--- src/hw/rtl/rrpc_pkg.sv ---
`default_nettype none
// ----------------------------------------------------------------------------
// rrpc_pkg
// Shared types, register indexes, thresholds and palette for the radar return
// pixel classifier.
// ----------------------------------------------------------------------------
package rrpc_pkg;

	localparam int unsigned CFG_IDX_W  = 2;
	localparam int unsigned CFG_DATA_W = 8;

	typedef enum logic [CFG_IDX_W-1:0] {
		REG_ALPHA_MIN         = 2'd0,
		REG_BRIGHTNESS_MIN    = 2'd1,
		REG_GREY_SPREAD_LIMIT = 2'd2
	} reg_idx_t;

	localparam logic [7:0] ALPHA_MIN_RST         = 8'd24;
	localparam logic [7:0] BRIGHTNESS_MIN_RST    = 8'd88;
	localparam logic [7:0] GREY_SPREAD_LIMIT_RST = 8'd40;

	// grey class brightness steps
	localparam logic [7:0] GREY_BRIGHT_MIN = 8'd176;
	localparam logic [7:0] GREY_MID_MIN    = 8'd128;

	typedef enum logic [3:0] {
		CLS_GREY_BRIGHT = 4'd0,
		CLS_GREY_MID    = 4'd1,
		CLS_GREY_DIM    = 4'd2,
		CLS_RED         = 4'd3,
		CLS_ORANGE      = 4'd4,
		CLS_YELLOW      = 4'd5,
		CLS_GREEN       = 4'd6,
		CLS_PURPLE      = 4'd7,
		CLS_BLUE        = 4'd8
	} class_t;

	typedef struct packed {
		logic [7:0] alpha_min;
		logic [7:0] brightness_min;
		logic [7:0] grey_spread_limit;
	} cfg_t;

	typedef struct packed {
		logic       accepted;
		logic [3:0] return_class;
		logic [7:0] red;
		logic [7:0] green;
		logic [7:0] blue;
	} result_t;

	function automatic logic [23:0] palette(input class_t cls);
		logic [23:0] rgb;
		unique case (cls)
			CLS_GREY_BRIGHT: rgb = {8'd255, 8'd226, 8'd118};
			CLS_GREY_MID:    rgb = {8'd114, 8'd216, 8'd255};
			CLS_GREY_DIM:    rgb = {8'd82,  8'd255, 8'd170};
			CLS_RED:         rgb = {8'd255, 8'd45,  8'd60};
			CLS_ORANGE:      rgb = {8'd255, 8'd132, 8'd38};
			CLS_YELLOW:      rgb = {8'd255, 8'd224, 8'd64};
			CLS_GREEN:       rgb = {8'd50,  8'd255, 8'd92};
			CLS_PURPLE:      rgb = {8'd186, 8'd112, 8'd255};
			CLS_BLUE:        rgb = {8'd64,  8'd204, 8'd255};
			default:         rgb = 24'd0;
		endcase
		return rgb;
	endfunction

endpackage
`default_nettype wire

--- src/hw/rtl/rrpc_cfg_regs.sv ---
`default_nettype none
// ----------------------------------------------------------------------------
// rrpc_cfg_regs
// Threshold register file, written through a plain write port.
// ----------------------------------------------------------------------------
module rrpc_cfg_regs import rrpc_pkg::*; (
	input  wire logic                  clk,
	input  wire logic                  arst_n,
	input  wire logic                  cfg_we,
	input  wire logic [CFG_IDX_W-1:0]  cfg_index,
	input  wire logic [CFG_DATA_W-1:0] cfg_data,
	output cfg_t                       cfg
);

	cfg_t cfg_q;

	always_ff @(posedge clk or negedge arst_n) begin
		if (!arst_n) begin
			cfg_q.alpha_min         <= ALPHA_MIN_RST;
			cfg_q.brightness_min    <= BRIGHTNESS_MIN_RST;
			cfg_q.grey_spread_limit <= GREY_SPREAD_LIMIT_RST;
		end else if (cfg_we) begin
			// unused index is ignored
			unique case (cfg_index)
				REG_ALPHA_MIN:         cfg_q.alpha_min         <= cfg_data;
				REG_BRIGHTNESS_MIN:    cfg_q.brightness_min    <= cfg_data;
				REG_GREY_SPREAD_LIMIT: cfg_q.grey_spread_limit <= cfg_data;
				default: ;
			endcase
		end
	end

	assign cfg = cfg_q;

endmodule
`default_nettype wire

--- src/hw/rtl/rrpc_classify.sv ---
`default_nettype none
// ----------------------------------------------------------------------------
// rrpc_classify
// Combinational classification of one ARGB pixel into a grey or hue class
// with its palette colour, or a reject with an all-zero result.
// ----------------------------------------------------------------------------
module rrpc_classify import rrpc_pkg::*; (
	input  wire logic [31:0] pixel,
	input  wire cfg_t        cfg,
	output result_t          res
);

	logic [7:0] a, r, g, b;
	logic [7:0] max_gb, max_rb, min_gb, mx, mn, spread;
	logic [8:0] r9, g9, b9;
	logic       reject;
	class_t     cls;
	logic       hit;
	logic [23:0] rgb;

	assign a = pixel[31:24];
	assign r = pixel[23:16];
	assign g = pixel[15:8];
	assign b = pixel[7:0];

	assign r9 = {1'b0, r};
	assign g9 = {1'b0, g};
	assign b9 = {1'b0, b};

	assign max_gb = (g > b) ? g : b;
	assign max_rb = (r > b) ? r : b;
	assign min_gb = (g < b) ? g : b;
	assign mx     = (r > max_gb) ? r : max_gb;
	assign mn     = (r < min_gb) ? r : min_gb;
	assign spread = mx - mn;

	assign reject = (a < cfg.alpha_min) || (mx < cfg.brightness_min);

	// differences compared as sums so nothing goes negative
	always_comb begin
		hit = 1'b1;
		cls = CLS_GREY_DIM;
		priority if (spread < cfg.grey_spread_limit) begin
			if (mx >= GREY_BRIGHT_MIN)   cls = CLS_GREY_BRIGHT;
			else if (mx >= GREY_MID_MIN) cls = CLS_GREY_MID;
			else                         cls = CLS_GREY_DIM;
		end else if (r >= 8'd200 && g <= 8'd110 && b <= 8'd120
				&& r9 >= {1'b0, max_gb} + 9'd45) begin
			cls = CLS_RED;
		end else if (r >= 8'd190 && g >= 8'd90 && g <= 8'd185 && b <= 8'd130
				&& r9 >= g9 + 9'd22) begin
			cls = CLS_ORANGE;
		end else if (r >= 8'd175 && g >= 8'd160 && b <= 8'd160
				&& r9 >= b9 + 9'd32 && g9 >= b9 + 9'd28) begin
			cls = CLS_YELLOW;
		end else if (g >= 8'd140 && r <= 8'd155 && b <= 8'd155
				&& g9 >= {1'b0, max_rb} + 9'd28) begin
			cls = CLS_GREEN;
		end else if (r >= 8'd140 && b >= 8'd140 && g <= 8'd135
				&& spread >= 8'd50) begin
			cls = CLS_PURPLE;
		end else if (b >= 8'd140 && g >= 8'd95 && r <= 8'd140
				&& b9 >= r9 + 9'd40 && g9 >= r9 + 9'd8) begin
			cls = CLS_BLUE;
		end else begin
			hit = 1'b0;
		end
	end

	assign rgb = palette(cls);

	always_comb begin
		if (reject || !hit) begin
			res = '0;
		end else begin
			res.accepted     = 1'b1;
			res.return_class = cls;
			res.red          = rgb[23:16];
			res.green        = rgb[15:8];
			res.blue         = rgb[7:0];
		end
	end

endmodule
`default_nettype wire

--- src/hw/rtl/radar_return_pixel_classifier.sv ---
`default_nettype none
// ----------------------------------------------------------------------------
// radar_return_pixel_classifier
// Flags weather-radar return pixels in an ARGB stream and maps them to a
// fixed palette colour.
// ----------------------------------------------------------------------------
// Input channel: in_valid / in_stall carry pixel_argb; a transfer happens at a
// clock edge with in_valid high and in_stall low. Output channel: out_valid /
// out_stall carry accepted, return_class and out_red/out_green/out_blue, one
// result for every input pixel, in order.
// The pixel is registered, classified by compare and subtract logic, and the
// result registered. Throughput is one pixel per clock while the output is
// not stalled.
// A stalled output holds its result; the input register can still take one
// more pixel, after which in_stall rises until the output drains.
// The thresholds sit in three 8-bit registers written through cfg_we,
// cfg_index and cfg_data; the user must change them only while no pixel is
// in flight, which the block does not enforce. Reset (arst_n low) empties
// both stages and loads the default thresholds 24, 88 and 40.
// ----------------------------------------------------------------------------
module radar_return_pixel_classifier import rrpc_pkg::*; (
	input  wire logic                  clk,
	input  wire logic                  arst_n,
	input  wire logic                  in_valid,
	output logic                       in_stall,
	input  wire logic [31:0]           pixel_argb,
	output logic                       out_valid,
	input  wire logic                  out_stall,
	output logic                       accepted,
	output logic [3:0]                 return_class,
	output logic [7:0]                 out_red,
	output logic [7:0]                 out_green,
	output logic [7:0]                 out_blue,
	input  wire logic                  cfg_we,
	input  wire logic [CFG_IDX_W-1:0]  cfg_index,
	input  wire logic [CFG_DATA_W-1:0] cfg_data
);

	cfg_t        cfg;
	result_t     res;
	result_t     res_s2;
	logic        valid_s1, valid_s2;
	logic [31:0] pixel_s1;
	logic        adv_s2, adv_s1;

	rrpc_cfg_regs u_cfg (
		.clk       (clk),
		.arst_n    (arst_n),
		.cfg_we    (cfg_we),
		.cfg_index (cfg_index),
		.cfg_data  (cfg_data),
		.cfg       (cfg)
	);

	rrpc_classify u_classify (
		.pixel (pixel_s1),
		.cfg   (cfg),
		.res   (res)
	);

	assign adv_s2   = !valid_s2 || !out_stall;
	assign adv_s1   = !valid_s1 || adv_s2;
	assign in_stall = !adv_s1;

	always_ff @(posedge clk or negedge arst_n) begin
		if (!arst_n) begin
			valid_s1 <= 1'b0;
			valid_s2 <= 1'b0;
		end else begin
			if (adv_s1) valid_s1 <= in_valid;
			if (adv_s2) valid_s2 <= valid_s1;
		end
	end

	always_ff @(posedge clk) begin
		if (adv_s1 && in_valid) pixel_s1 <= pixel_argb;
		if (adv_s2 && valid_s1) res_s2   <= res;
	end

	assign out_valid    = valid_s2;
	assign accepted     = res_s2.accepted;
	assign return_class = res_s2.return_class;
	assign out_red      = res_s2.red;
	assign out_green    = res_s2.green;
	assign out_blue     = res_s2.blue;

`ifndef SYNTHESIS
	// stall only when both stages hold a pixel and the output is blocked
	a_stall_full: assert property (@(posedge clk) disable iff (!arst_n)
		in_stall |-> (valid_s1 && valid_s2 && out_stall))
		else $error("input stalled with room in the pipeline");

	// a transfer in always lands in the input register
	a_in_lands: assert property (@(posedge clk) disable iff (!arst_n)
		(in_valid && !in_stall) |=> valid_s1)
		else $error("transferred pixel lost");

	// a pixel in the input register reaches the output register when it advances
	a_s1_moves: assert property (@(posedge clk) disable iff (!arst_n)
		(valid_s1 && adv_s2) |=> valid_s2)
		else $error("classified pixel dropped");

	// rejected pixels carry an all-zero payload
	a_reject_zero: assert property (@(posedge clk) disable iff (!arst_n)
		(out_valid && !accepted) |->
		(return_class == CLS_GREY_BRIGHT && out_red == 8'd0
			&& out_green == 8'd0 && out_blue == 8'd0))
		else $error("rejected pixel with nonzero payload");

	// accepted pixels have a class in the defined set
	a_class_range: assert property (@(posedge clk) disable iff (!arst_n)
		(out_valid && accepted) |-> (return_class <= CLS_BLUE))
		else $error("class code out of range");
`endif

endmodule
`default_nettype wire
--- config.mk ---
export PLATFORM = sky130hd
export DESIGN_NAME = radar_return_pixel_classifier
export DESIGN_NICKNAME = d
export VERILOG_FILES = /design/src/hw/rtl/rrpc_pkg.sv /design/src/hw/rtl/rrpc_cfg_regs.sv /design/src/hw/rtl/rrpc_classify.sv /design/src/hw/rtl/radar_return_pixel_classifier.sv
export SDC_FILE = /design/constraint.sdc
export NUM_CORES = 1
export LEC_CHECK = 0
export ABC_CLOCK_PERIOD_IN_PS = 7320
export BUFFER_PORTS_ARGS = -buffer_cell sky130_fd_sc_hd__buf_4
export CORE_ASPECT_RATIO = 1.2
export CORE_MARGIN = 3
export CORE_UTILIZATION = 55
export DETAILED_ROUTE_END_ITERATION = 10
export GPL_TIMING_DRIVEN = 0
export PLACE_DENSITY = 0.89
export SLEW_MARGIN = 30
export SYNTH_ARGS = -nofsm -noshare
export SYNTH_HDL_FRONTEND = slang
export SYNTH_HIERARCHICAL = 1
export SYNTH_SLANG_ARGS = --single-unit
--- constraint.sdc ---
create_clock -name clk -period 7.32 [get_ports clk]
set_input_delay 0.366 -clock clk [delete_from_list [all_inputs] [get_ports clk]]
set_output_delay 0.366 -clock clk [all_outputs]
set_load 0.05 [all_outputs]
# Word level (Yosys, flattened, before mapping)
# Memories as Yosys holds them, arrays and structs flattened.
# Index checks and enable logic that the tools add are counted.
# word_totals
regBits	87
mem_bits_ro	384
inputBits	47
output_inout_bits	31
word_cells	116
n_memories	1
# op_classes
n_addsub	8
magnitude_cmp	36
eq_ne	2
n_mux	22
n_reduce_logical	36
# memory_table
memory	words	word_bits	rd	rd_ports_with_merged_regs	wr	line	text
(no name shown)	16	24	1	0	0	rrpc_pkg.sv:54	unique case (cls)
# op_table
operator	n
$ge A8 B8 Y1 const B	9
$ge A8 B9 Y1	7
$le A8 B8 Y1 const B	7
$lt A8 B8 Y1	5
$mux W8	5
$mux W4	8
$mux W29	1
$add A8 B5 Y9 const B	3
$add A8 B6 Y9 const B	3
$gt A8 B8 Y1	3
$logic_and A1 B1 Y1	23
$ge A8 B7 Y1 const B	2
$le A8 B7 Y1 const B	2
$add A8 B4 Y9 const B	1
$ge A8 B6 Y1 const B	1
$sub A8 B8 Y8	1
$mux W1	7
$reduce_and A2 Y1	3
$logic_not A1 Y1	5
$logic_or A1 B1 Y1	4
$eq A2 B1 Y1 const B	1
$eq A2 B2 Y1 const B	1
$logic_not A2 Y1	1
$mux W2	1

# Longest topological paths before layout
# logic_depth
ltp_word	16
ltp_mapped	45
ltp_nobuf	41

# Hierarchy
# The synthesis kept the hierarchy.
# by_module_without_submodules
module	n_inst	cells_per_inst	area_per_inst_um2	seq_area_each_um2
rrpc_classify	1	660	4842.1	0.0
radar_return_pixel_classifier	1	69	1924.3	1881.8
rrpc_cfg_regs	1	51	920.9	609.3

# Least setup slack after synthesis
# OpenSTA, ideal clock, no wires.
# synth_timing
path_type	flip-flop to flip-flop
start	reg pixel_s1[6]
end	reg res_s2, in the netlist out_blue[0], data pin
setup_time_ps	264
arrival_ps	7866
t_required_ps	7056
slack_ps	-810
path_stages_with_launch	42
path_buffers	4
synth_period_minus_slack_ps	8130
cell_sequence	edfxtp_1 clkbuf_1 inv_1 ha_1 o21ai_0 o21bai_2 o21ai_1 mux2i_1 ha_1 nand2_1 nor2_1 and4_1 or2_1 a22o_1 buf_6 clkbuf_1 o21ai_0 inv_1 [... 6 more ...] o21a_1 o21a_1 o21a_1 o21a_1 o21ai_0 nand2b_1 a21oi_1 a31oi_1 and2_1 a21oi_1 and2_1 inv_1 ha_1 nand2_1 nand2_1 o21ai_1 buf_2 o21ai_0
# synth_via
elab_chain_cells	15
elab_cells_between_ends	66
cone_classes	add/sub: 5; order compare: 20; mux: 21; reduce/logical: 19; memory: 1
# synth_rtl
element	line	text
start: declaration	radar_return_pixel_classifier.sv:43	logic [31:0] pixel_s1;
start signal: assignment	radar_return_pixel_classifier.sv:76	if (adv_s1 && in_valid) pixel_s1 <= pixel_argb;
parallel branches: the longest is 15 deep, another holds $gt A8 B8 Y1	-	
end signal: assignment	radar_return_pixel_classifier.sv:77	if (adv_s2 && valid_s1) res_s2 <= res;
end: declaration	radar_return_pixel_classifier.sv:41	result_t res_s2;
# Several ways; the timed one is not identified.
# A chain may end at the register's enable or synchronous reset.

# Worst setup path in the final report
# layout_timing
start	reg pixel_s1[3]
end	reg res_s2, in the netlist out_green[4], data pin
# The elaborated chain is that of the path after synthesis.

==> flow_metrics.env <==
export IMPL_chipWidth_um=114
export IMPL_cts_buffers=9
export IMPL_worstSetupEndpointType="register"
export IMPL_total_power_mw=3.59
export IMPL_drt_wl_total_um=33800
export IMPL_powerDensity_mw_per_mm2=341
export IMPL_crit_path_frequent_cell="ha_1"
export IMPL_fin_tns_setup_ns=-17.46
export IMPL_cp_endpoint="out_green[4]"
export IMPL_yosysTopAreaCellShare=0.238
export IMPL_crit_path_top_delay_cell="ha_1"
export IMPL_synth_area_leaders="edfxtp_1, ha_1, dfrtp_1"
export IMPL_fin_skew_ns=0.0170
export IMPL_yosysMostFrequentCell="ha_1"
export IMPL_critPathKind="register to register"
export IMPL_yosysTopAreaCell="edfxtp_1"
export IMPL_reg2reg_depth=36
export IMPL_syn_inst=780
export IMPL_clock_latency_ns=0.37
export IMPL_finalCriticalPeriod_ns=8.19
export IMPL_r2r_start="pixel_s1[3]"
export IMPL_cts_htree_levels=3
export IMPL_reg2reg_slack_ns=-0.87
export IMPL_synthesis_area_mm2=0.00769
export IMPL_io_buffers=77
export IMPL_core_area_mm2=0.0135
export IMPL_fmax_mhz=122
export IMPL_async_flop_share=0.299
export IMPL_start_util=0.571
export IMPL_timing_rr_end="out_green[4]"
export IMPL_fin_ws_ns=-0.874
export IMPL_cts_tree="done"
export IMPL_crit_start="pixel_s1[3]"
export IMPL_track_usage=0.346
export IMPL_synth_ff_type="edfxtp_1"
export IMPL_top_layer_used="met4"
export IMPL_routedWlPerCell_um=29.4
export IMPL_finalHoldViolCount=0
export IMPL_syn_nets=952
export IMPL_drive_above_1_share=0.383
export IMPL_period_share=1.12
export IMPL_slew_headroom=0.156
export IMPL_nFillCells=665
export IMPL_drv_cap=0
export IMPL_worst_path_max_fanout=8
export IMPL_final_util=0.781
export IMPL_ys_seq_area_frac=0.324
export IMPL_cts_sinks=87
export IMPL_required_ns=7.52
export IMPL_synth_ff_latch_count=87
export IMPL_p_leak_nw=4.74
export IMPL_ant_nets=0
export IMPL_path_clk_slew_ns=0.08
export IMPL_grt_start_max_net_pins=27
export IMPL_tightest_slew_ns=1.25
export IMPL_area_growth_pct=36.8
export IMPL_hp_class="primary input to register"
export IMPL_yosys_warnings=6
export IMPL_critPathArrivalTime_ns=8.40
export IMPL_vias=8550
export IMPL_slew_viol_final=0
export IMPL_start_kind="register"
export IMPL_hpwl_um=14800
export IMPL_synth_edff_count=61
export IMPL_yosysUniqueCellTypes=85
export IMPL_rsz0062_at_grt="true"
export IMPL_avgSynthCellArea_um2=9.86
export IMPL_die_area_mm2=0.0154
export IMPL_grt_pass1_vias=7981
export IMPL_nets=1146
export IMPL_setup_violations_final=28
export IMPL_gr_total_overflow=0
export IMPL_dr_pass1_iters=8
export IMPL_violations="setup timing"
export IMPL_globalplace_congestion=0.961
export IMPL_synthTopCellsByCount="ha_1, inv_1, edfxtp_1, a21oi_1, o21ai_0"
export IMPL_slowest_delay_ns=0.44
export IMPL_post_route_drc_count=0
export IMPL_die_h_um=136
export IMPL_route_met2_wl_um=14700
export IMPL_ios=78
export IMPL_antennaDiodeCount=0
export IMPL_met1_length_um=10500
export IMPL_outcome="complete, but fails checks"
export IMPL_grt_antenna_before_repair=0
export IMPL_rows=46
export IMPL_ir_drop_v=0.000372
export IMPL_cts_buffer_depth=2
export IMPL_grt_pass1_wl_um=41500
export IMPL_wl_met3_um=4560
export IMPL_drtIter0Drc=1599
export IMPL_cts_root_buf="clkbuf_16"
export IMPL_vias_per_cell=7.45
[report_power, final]
part           leakage, nW  total, mW  switching (mW)  internal [mW]
combinational         3.70       2.41            1.41           1.00
clock                0.149      0.486           0.244          0.243
sequential           0.893      0.688          0.0529          0.635
[how the worst min path moves through the flow]
| stage | start | endpoint | slack (ns) | depth (start not counted) |
|---|---|---|---|---|
| after floorplan | arst_n | out_valid | 0.07 | 0 |
| after global placement | arst_n | valid_s1 | 0.28 | 1 |
| after detailed placement | arst_n | valid_s1 | 0.29 | 1 |
| after CTS | pixel_argb[26] | pixel_s1[26] | 0.18 | 1 |
| after global routing | pixel_argb[27] | pixel_s1[27] | 0.16 | 1 |
| final | pixel_argb[24] | pixel_s1[24] | 0.18 | 1 |
[state kept, by name, indices dropped and copies added (netlist names)]
| signal | cells |
|---|---|
| pixel_s1 | 32 |
| u_cfg/cfg | 24 |
| out_blue | 8 |
| out_green | 8 |
| out_red | 8 |
| return_class | 4 |
| accepted | 1 |
| out_valid | 1 |
| valid_s1 | 1 |
[cells in the final DEF (no fill, tap or decap), drive strengths merged, types with 19 or more instances in the layout]
master,n
nand3,19
edfxtp,61
dfrtp,19
ha,124
mux2,26
nand2,34
nor2,40
xnor2,23
buf,192
clkbuf,25
inv,76
a21oi,57
o21ai,48
a21o,23
[area by class of cell]
type / instances / area, um2 / area share
Clock inverter: 7 / 73.8 / 0.00702
Sequential cell: 87 / 2490 / 0.237
Inverter: 73 / 288 / 0.0274
Clock buffer: 9 / 225 / 0.0214
Multi-Input combinational cell: 594 / 5560 / 0.529
Tap cell: 168 / 210 / 0.0200
Timing Repair Buffer: 184 / 1480 / 0.140
Buffer: 25 / 188 / 0.0178
[cell families after synthesis]
family | count (synthesis) | share of synthesized area
simple gates | 179 | 0.128
mux | 40 | 0.0563
flops | 87 | 0.324
buf+inv | 100 | 0.0527
compound gates | 215 | 0.195
fa+ha+maj | 127 | 0.207
xor+xnor | 32 | 0.0374
[metal layers]
metal  GRT usage  vias up
met1       0.377     3870
met4       0.265        0
met5           0        -
met2       0.574      980
li1            -     3245
met3      0.0845      455
[metrics by stage]
step                instance area [um2]  hold WS [ns]  cells  setup slack (ns)
floorplan                          7830        0.0704    780            0.0119
global placement                   8620         0.283   1025             -1.13
detailed placement                 8680         0.290   1027             -1.29
CTS                               10000         0.176   1118            -0.103
global route                      10500         0.160   1147            -0.931
finish                            10500         0.176   1147            -0.874
[timing repair]
item,4_1_cts,5_1_grt
setup endpoints to repair,29,29
gates cloned,1,1
pin swaps,44,44
endpoints found under the hold margin,19,0
hold buffers,1,0
buffers inserted,74,31
resized for setup,98,55
[critical path, delay by kind of cell, from the launching register on]
family / cells / cell delay, ns
simple gates: 10 / 1.94
buf+inv: 8 / 1.11
xor+xnor: 1 / 0.24
flops: 1 / 0.42
compound gates: 11 / 2.28
mux: 1 / 0.34
fa+ha+maj: 5 / 1.67
No activity file was read; power rests on OpenSTA's default activity.
